File: src/ehb_pkg.sv
package ehb_pkg;

   localparam int KEY_W    = 8;
   localparam int HASH_W   = 28;
   localparam int LENGTH_W = 16;

   // words queued between the hash front end and the modulo back end
   localparam int QUEUE_DEPTH_DEF = 2;

   localparam logic [LENGTH_W-1:0] LENGTH_RESET = LENGTH_W'(17);

   typedef struct packed {
      logic [KEY_W-1:0] key_byte;
      logic             last_byte;
   } req_word_type;

   typedef struct packed {
      logic [HASH_W-1:0]   hash_value;
      logic [LENGTH_W-1:0] bucket_index;
   } rsp_word_type;

   typedef struct packed {
      logic full;
      logic empty;
   } queue_stat_type;

   // one PJW step: h = (h << 4) + signed byte, fold the top nibble back in
   function automatic logic [HASH_W-1:0] mix_byte(input logic [HASH_W-1:0] h,
                                                  input logic [KEY_W-1:0]  b);
      logic [31:0] sum;
      logic [3:0]  g;
      sum = {h, 4'b0000} + {{(32-KEY_W){b[KEY_W-1]}}, b};
      g   = sum[31:28];
      return sum[HASH_W-1:0] ^ {{(HASH_W-8){1'b0}}, g, 4'b0000};
   endfunction

endpackage

File: src/ehb_front.sv
module ehb_front
   import ehb_pkg::*;
(
   input  logic              clock,
   input  logic              reset,
   input  logic              req_push,
   input  req_word_type      req_data,
   input  queue_stat_type    q_stat,
   output logic              req_full,
   output logic              q_push,
   output logic [HASH_W-1:0] q_hash
);

   logic [HASH_W-1:0] acc_ff, acc_in;
   logic              take;
   logic [HASH_W-1:0] mixed;

   assign req_full = q_stat.full;
   assign take     = req_push && !q_stat.full;
   assign mixed    = mix_byte(acc_ff, req_data.key_byte);
   assign q_push   = take && req_data.last_byte;
   assign q_hash   = mixed;

   always_comb begin
      acc_in = acc_ff;
      if (take) begin
         acc_in = req_data.last_byte ? '0 : mixed;
      end
   end

   always_ff @(posedge clock) begin
      if (reset) begin
         acc_ff <= '0;
      end else begin
         acc_ff <= acc_in;
      end
   end

endmodule

File: src/ehb_queue.sv
module ehb_queue
   import ehb_pkg::*;
#(
   parameter int DEPTH = QUEUE_DEPTH_DEF
)(
   input  logic              clock,
   input  logic              reset,
   input  logic              push,
   input  logic [HASH_W-1:0] push_hash,
   input  logic              pop,
   output logic [HASH_W-1:0] pop_hash,
   output queue_stat_type    stat
);

   localparam int PW = (DEPTH > 1) ? $clog2(DEPTH) : 1;
   localparam int CW = $clog2(DEPTH + 1);

   logic [HASH_W-1:0] slot_ff [DEPTH];
   logic [PW-1:0]     wr_ptr_ff, wr_ptr_in;
   logic [PW-1:0]     rd_ptr_ff, rd_ptr_in;
   logic [CW-1:0]     count_ff, count_in;
   logic              do_push, do_pop;

   assign stat.full  = (count_ff == CW'(DEPTH));
   assign stat.empty = (count_ff == '0);
   assign do_push    = push && !stat.full;
   assign do_pop     = pop && !stat.empty;
   assign pop_hash   = slot_ff[rd_ptr_ff];

   always_comb begin
      wr_ptr_in = wr_ptr_ff;
      rd_ptr_in = rd_ptr_ff;
      count_in  = count_ff;
      if (do_push) begin
         wr_ptr_in = (wr_ptr_ff == PW'(DEPTH - 1)) ? '0 : wr_ptr_ff + PW'(1);
      end
      if (do_pop) begin
         rd_ptr_in = (rd_ptr_ff == PW'(DEPTH - 1)) ? '0 : rd_ptr_ff + PW'(1);
      end
      if (do_push && !do_pop) begin
         count_in = count_ff + CW'(1);
      end else if (do_pop && !do_push) begin
         count_in = count_ff - CW'(1);
      end
   end

   always_ff @(posedge clock) begin
      if (reset) begin
         wr_ptr_ff <= '0;
         rd_ptr_ff <= '0;
         count_ff  <= '0;
      end else begin
         wr_ptr_ff <= wr_ptr_in;
         rd_ptr_ff <= rd_ptr_in;
         count_ff  <= count_in;
      end
   end

   always_ff @(posedge clock) begin
      if (do_push) begin
         slot_ff[wr_ptr_ff] <= push_hash;
      end
   end

endmodule

File: src/ehb_back.sv
module ehb_back
   import ehb_pkg::*;
(
   input  logic                clock,
   input  logic                reset,
   input  logic [LENGTH_W-1:0] table_length,
   input  queue_stat_type      q_stat,
   input  logic [HASH_W-1:0]   q_hash,
   output logic                q_pop,
   input  logic                rsp_pop,
   output logic                rsp_empty,
   output rsp_word_type        rsp_data
);

   localparam int SW = $clog2(HASH_W);

   typedef enum logic [2:0] {
      ST_IDLE = 3'b001,
      ST_DIV  = 3'b010,
      ST_DONE = 3'b100
   } state_type;

   state_type           state_ff, state_in;
   logic [SW-1:0]       step_ff, step_in;
   logic [HASH_W-1:0]   hash_ff, hash_in;
   logic [HASH_W-1:0]   dvd_ff, dvd_in;
   logic [LENGTH_W-1:0] dvsr_ff, dvsr_in;
   logic [LENGTH_W:0]   rem_ff, rem_in;
   logic [LENGTH_W:0]   rem_sh;
   logic                fits;
   logic                out_valid_ff, out_valid_in;
   rsp_word_type        out_ff, out_in;
   logic                load_out;

   // restoring divider, one quotient bit per cycle; only the remainder is kept
   assign rem_sh = {rem_ff[LENGTH_W-1:0], dvd_ff[HASH_W-1]};
   assign fits   = (rem_sh >= {1'b0, dvsr_ff});

   assign q_pop    = (state_ff == ST_IDLE) && !q_stat.empty;
   assign load_out = (state_ff == ST_DONE) && !out_valid_ff;

   always_comb begin
      state_in = state_ff;
      step_in  = step_ff;
      hash_in  = hash_ff;
      dvd_in   = dvd_ff;
      dvsr_in  = dvsr_ff;
      rem_in   = rem_ff;
      case (state_ff)
         ST_IDLE: begin
            if (!q_stat.empty) begin
               hash_in  = q_hash;
               dvd_in   = q_hash;
               dvsr_in  = table_length;
               rem_in   = '0;
               step_in  = SW'(HASH_W - 1);
               state_in = ST_DIV;
            end
         end
         ST_DIV: begin
            dvd_in = {dvd_ff[HASH_W-2:0], 1'b0};
            rem_in = fits ? (rem_sh - {1'b0, dvsr_ff}) : rem_sh;
            if (step_ff == '0) begin
               state_in = ST_DONE;
            end else begin
               step_in = step_ff - SW'(1);
            end
         end
         ST_DONE: begin
            if (!out_valid_ff) begin
               state_in = ST_IDLE;
            end
         end
         default: begin
            state_in = ST_IDLE;
         end
      endcase
   end

   always_comb begin
      out_valid_in = out_valid_ff;
      out_in       = out_ff;
      if (out_valid_ff && rsp_pop) begin
         out_valid_in = 1'b0;
      end
      if (load_out) begin
         out_valid_in        = 1'b1;
         out_in.hash_value   = hash_ff;
         // zero table length gives bucket zero
         out_in.bucket_index = (dvsr_ff == '0) ? '0 : rem_ff[LENGTH_W-1:0];
      end
   end

   always_ff @(posedge clock) begin
      if (reset) begin
         state_ff     <= ST_IDLE;
         out_valid_ff <= 1'b0;
      end else begin
         state_ff     <= state_in;
         out_valid_ff <= out_valid_in;
      end
   end

   always_ff @(posedge clock) begin
      step_ff <= step_in;
      hash_ff <= hash_in;
      dvd_ff  <= dvd_in;
      dvsr_ff <= dvsr_in;
      rem_ff  <= rem_in;
      out_ff  <= out_in;
   end

   assign rsp_empty = !out_valid_ff;
   assign rsp_data  = out_ff;

endmodule

File: src/elf_hash_bucket_index.sv
// A key's last word reaches rsp_data through the queue, the 28-step divider and the out reg.
// Throughput: req takes one key word per cycle while the queue is not full; the back end pops
// a new key only after the bit-serial modulo divider and the out reg are done with the last,
// so short keys back up through the queue to req_full.
// Reset (synchronous, active high): accumulator cleared, queue and result register emptied,
// table_length back to 17.
module elf_hash_bucket_index
   import ehb_pkg::*;
#(
   parameter int QUEUE_DEPTH = QUEUE_DEPTH_DEF
)(
   input  logic                clock,
   input  logic                reset,
   // key words
   input  logic                req_push,
   input  req_word_type        req_data,
   output logic                req_full,
   // result words
   output logic                rsp_empty,
   input  logic                rsp_pop,
   output rsp_word_type        rsp_data,
   // table_length register
   input  logic                csr_valid,
   output logic                csr_ready,
   input  logic [LENGTH_W-1:0] csr_data
);

   logic [LENGTH_W-1:0] length_ff, length_in;
   queue_stat_type      q_stat;
   logic                q_push, q_pop;
   logic [HASH_W-1:0]   q_in_hash, q_out_hash;

   // the user must write the register only while the block is idle (not enforced here), so no handshake stall
   assign csr_ready = 1'b1;
   assign length_in = (csr_valid && csr_ready) ? csr_data : length_ff;

   always_ff @(posedge clock) begin
      if (reset) begin
         length_ff <= LENGTH_RESET;
      end else begin
         length_ff <= length_in;
      end
   end

   // front end: folds one key byte per word, hands the finished hash to the queue
   ehb_front u_front (
      .clock    (clock),
      .reset    (reset),
      .req_push (req_push),
      .req_data (req_data),
      .q_stat   (q_stat),
      .req_full (req_full),
      .q_push   (q_push),
      .q_hash   (q_in_hash)
   );

   // finished hashes waiting for the divider
   ehb_queue #(
      .DEPTH (QUEUE_DEPTH)
   ) u_queue (
      .clock     (clock),
      .reset     (reset),
      .push      (q_push),
      .push_hash (q_in_hash),
      .pop       (q_pop),
      .pop_hash  (q_out_hash),
      .stat      (q_stat)
   );

   // back end: hash mod table_length, then the result register
   ehb_back u_back (
      .clock        (clock),
      .reset        (reset),
      .table_length (length_ff),
      .q_stat       (q_stat),
      .q_hash       (q_out_hash),
      .q_pop        (q_pop),
      .rsp_pop      (rsp_pop),
      .rsp_empty    (rsp_empty),
      .rsp_data     (rsp_data)
   );

endmodule

File: config.mk
export PLATFORM = sky130hd
export DESIGN_NAME = elf_hash_bucket_index
export DESIGN_NICKNAME = d
export VERILOG_FILES = /design/src/ehb_pkg.sv /design/src/ehb_front.sv /design/src/ehb_queue.sv /design/src/ehb_back.sv /design/src/elf_hash_bucket_index.sv
export SDC_FILE = /design/constraint.sdc
export NUM_CORES = 1
export LEC_CHECK = 0
export BUFFER_PORTS_ARGS = -buffer_cell sky130_fd_sc_hd__buf_2
export CORE_MARGIN = 5
export CORE_UTILIZATION = 55
export DETAILED_ROUTE_END_ITERATION = 7
export PLACE_DENSITY = 0.83
export SLEW_MARGIN = 20
export SYNTH_ARGS = -nofsm -noshare
export SYNTH_HDL_FRONTEND = slang
export SYNTH_SLANG_ARGS = --single-unit
File: constraint.sdc
create_clock -name clock -period 4.15 [get_ports clock]
set_clock_uncertainty 0.1 [all_clocks]
set_input_delay 0.415 -clock clock [delete_from_list [all_inputs] [get_ports clock]]
set_output_delay 0.415 -clock clock [all_outputs]
set_load 0.05 [all_outputs]
==> impl_metrics.json <==
{
  "finalSetupViolCount": 0,
  "required_ns": 4.44,
  "cts_buffer_depth": 3,
  "synthFlopType": "edfxtp_1",
  "nFillCells": 1484,
  "synth.cell_area_sq_um": 11100,
  "rsz0062_at_grt": "false",
  "syn_avg_cell_area_sq_um": 13.01,
  "diodes": 0,
  "regArea_sq_um": 6857,
  "tritoncts": "yes",
  "cts_hold_buf": 0,
  "initial_core_util_pct": 55.38,
  "cts_resized": 0,
  "grt_max_degree": 47,
  "gp_congestion": 0.9493,
  "ys_ff_latch": 246,
  "reg2reg_slack_ns": 1.08,
  "cts_setup_buffers": 0,
  "dpl.hpwl_microns": 15190,
  "die_w_microns": 152.1,
  "vias": 6898,
  "period_needed_ns": 3.158,
  "cp.arrival_ns": 3.45,
  "finalHoldViolCount": 0,
  "synth_cell_types": 57,
  "max_freq_mhz": 316.7,
  "rows": 52,
  "drc": 0,
  "grt_pass1_vias": 6695,
  "syn2layout_area_growth_pct": 13.99,
  "async_reset_ff_share_pct": 0,
  "worstSetupEndpointType": "register",
  "utilization_pct": 63.13,
  "yosysSeqAreaShare_pct": 61.78,
  "cp-start-kind": "input port",
  "portBuffers": 75,
  "outcome": "finished clean",
  "nNetsFinal": 1012,
  "h-tree-depth": 1,
  "drtIter0Drc": 510,
  "p_leak_nw": 4.886,
  "setup_tns_ns": 0,
  "ys_warn_count": 0,
  "worst-setup-path-type": "in2reg",
  "multiInputGateArea_sq_um": 4018,
  "track_usage_pct": 18.26,
  "wl_per_cell_microns": 17.59,
  "vias_per_cell": 5.640,
  "clk_pin_slew_ns": 0.06,
  "pin_count": 77,
  "finalCritPeriodShare_pct": 76.08,
  "clk_latency_ns": 0.50,
  "ir_drop_mv": 0.3972,
  "drt.antenna.violating_nets": 0,
  "holdCritPathClass": "in2reg",
  "synth_fp_nets": 930,
  "worst_slew_pin_slew_ns": 1.062,
  "antenna_found_initial": 0,
  "clock-root-buffer": "clkbuf_16",
  "syn-instance-count": 853,
  "numCtsBuffers": 25,
  "grt_overflow": 0,
  "grt_pass1_wl_microns": 35110,
  "die_area_sq_um": 23120,
  "slew_headroom_pct": 29.19,
  "synth_edf_count": 193,
  "slowest_stage": "buf_2",
  "path_max_fanout": 25,
  "powerDensity_nw_per_um2": 662.7,
  "cts_sinks": 246,
  "drive_above_1_share_pct": 20.25,
  "chipHeight_microns": 152.1,
  "cap_violations": 0,
  "drt-total-wl_microns": 21510,
  "first_pass_iters": 5,
  "fp.coreArea_sq_um": 20040,
  "slew_violations": 0,
  "total_power_w": 0.008383,
  "path_common_cell": "a211o_1",
  "cp_cell_sequence": "buf_2 -> ha_1 -> a2111o_1 -> a211o_1 -> a41o_1 -> a211o_1 -> a2111oi_2 -> xnor2_1 -> a22o_1",
  "slowest_delay_ns": 0.45
}
-- critical path, delay by kind of cell --
family / cells / cell delay [ns]
xor+xnor: 1 / 0.18
fa+ha+maj: 1 / 0.38
buf+inv: 1 / 0.45
compound gates: 6 / 2.02
-- metal layers --
layer,track usage (%),wire [microns]
met1,27.96,10350
met2,27.88,9580
met3,2.446,1128
met5,0,0
met4,4.580,455
-- layout make-up --
class / count / area share, %
Multi-Input combinational cell: 542 / 31.76
Clock buffer: 35 / 5.806
Timing Repair Buffer: 86 / 3.620
Inverter: 34 / 1.009
Clock inverter: 10 / 0.9396
Tap cell: 270 / 2.670
Sequential cell: 246 / 54.20
-- where the power goes --
part / internal [W] / leakage [nW] / switching (W)
combinational: 0.00101 / 2.25 / 0.00149
clock: 0.00136 / 0.424 / 0.000885
sequential: 0.00342 / 2.21 / 0.000222
-- cell usage after synthesis (7+ instances only) --
library cell | n | share of area (%)
a22o_1 | 17 | 1.3
a22oi_1 | 8 | 0.54
a211oi_1 | 8 | 0.54
o21ai_0 | 25 | 1.1
nand2b_1 | 11 | 0.62
nor2b_1 | 8 | 0.45
mux2i_1 | 25 | 2.3
nand2_1 | 33 | 1.1
xnor2_1 | 28 | 2.2
dfxtp_1 | 53 | 9.6
nor3_1 | 19 | 0.86
mux2_2 | 55 | 5.6
inv_1 | 34 | 1.1
nor2_1 | 76 | 2.6
a21o_1 | 10 | 0.68
clkbuf_1 | 26 | 0.88
a31oi_1 | 8 | 0.45
nand4_1 | 9 | 0.51
and2_1 | 19 | 1.1
a21oi_1 | 42 | 1.9
xor2_1 | 18 | 1.4
o21a_1 | 7 | 0.47
ha_1 | 45 | 5.1
edfxtp_1 | 193 | 52
-- logic make-up (layout without fill, tap and decap cells) --
logic type,Yosys count,count (layout),share of synthesized area (%)
flip-flops,246,246,61.78
buffers and inverters,65,165,2.277
adder cells (fa/ha/maj),47,47,5.434
AO/OA/AOI/OAI,162,162,9.944
XOR/XNOR,46,46,3.630
other,1,1,0.03379
AND/OR/NAND/NOR,206,206,9.064
multiplexers,80,80,7.835
-- placed cells by master, fill, tap and decap left out, types with 4 or more instances in the layout --
master     netlist  routed
nand2_1         33      32
buf_4            2      11
buf_2            1      75
edfxtp_1       193     193
nor3b_1          6       6
nor3_1          19      17
a21oi_1         42      42
a211o_1          6       6
a211oi_1         8       8
xnor2_1         28      28
ha_1            45      45
o31ai_1          4       4
dfxtp_1         53      53
o21ai_0         25      25
a31oi_1          8       8
inv_1           34      33
and2_1          19      19
nand4_1          9       9
nor4_1           6       6
o21a_1           7       7
and3_1           4       4
clkinv_2         0       5
mux2i_1         25      25
nor2b_1          8       8
o211ai_1         4       4
nand2b_1        11      11
xor2_1          18      18
clkbuf_16        0      26
nand3_1          6       6
clkbuf_8         0       5
a22o_1          17      17
nor2_1          76      75
a21o_1          10      10
clkbuf_1        26       4
a22oi_1          8       8
mux2_2          55      55
-- registers in the layout, summed over array words and instances (netlist names), 3 cells and up, named ones only --
name	cells
length_ff	16
u_front.acc_ff	28
u_back.state_ff	3
u_back.rsp_data	44
u_back.rem_ff	16
u_back.dvsr_ff	16
u_back.dvd_ff	28
u_back.hash_ff	28
u_back.step_ff	5
u_queue.slot_ff	56
-- per-stage QoR --
step           instances  hold slack (ns)  instance area (sq um)  setup slack, ns
2_1_floorplan        853           0.3003                  11100           0.9779
3_3_place_gp        1178           0.3018                  11800           0.6321
3_5_place_dp        1178           0.3045                  11800           0.5096
4_1_cts             1223          0.01133                  12650            1.036
5_1_grt             1223          0.02331                  12650           0.8675
6_report            1223          0.02860                  12650           0.9925
-- path summary, 6_finish.rpt --
check                   endpoint  depth (start not counted)          startpoint
max            u_front.acc_ff[5]                          9         req_data[8]
min                 length_ff[0]                          2         csr_data[0]
max reg2reg    u_front.acc_ff[5]                          8   u_front.acc_ff[5]
min reg2reg  u_back.rsp_data[27]                          0  u_back.hash_ff[11]
(Power assumes the default switching activity.)
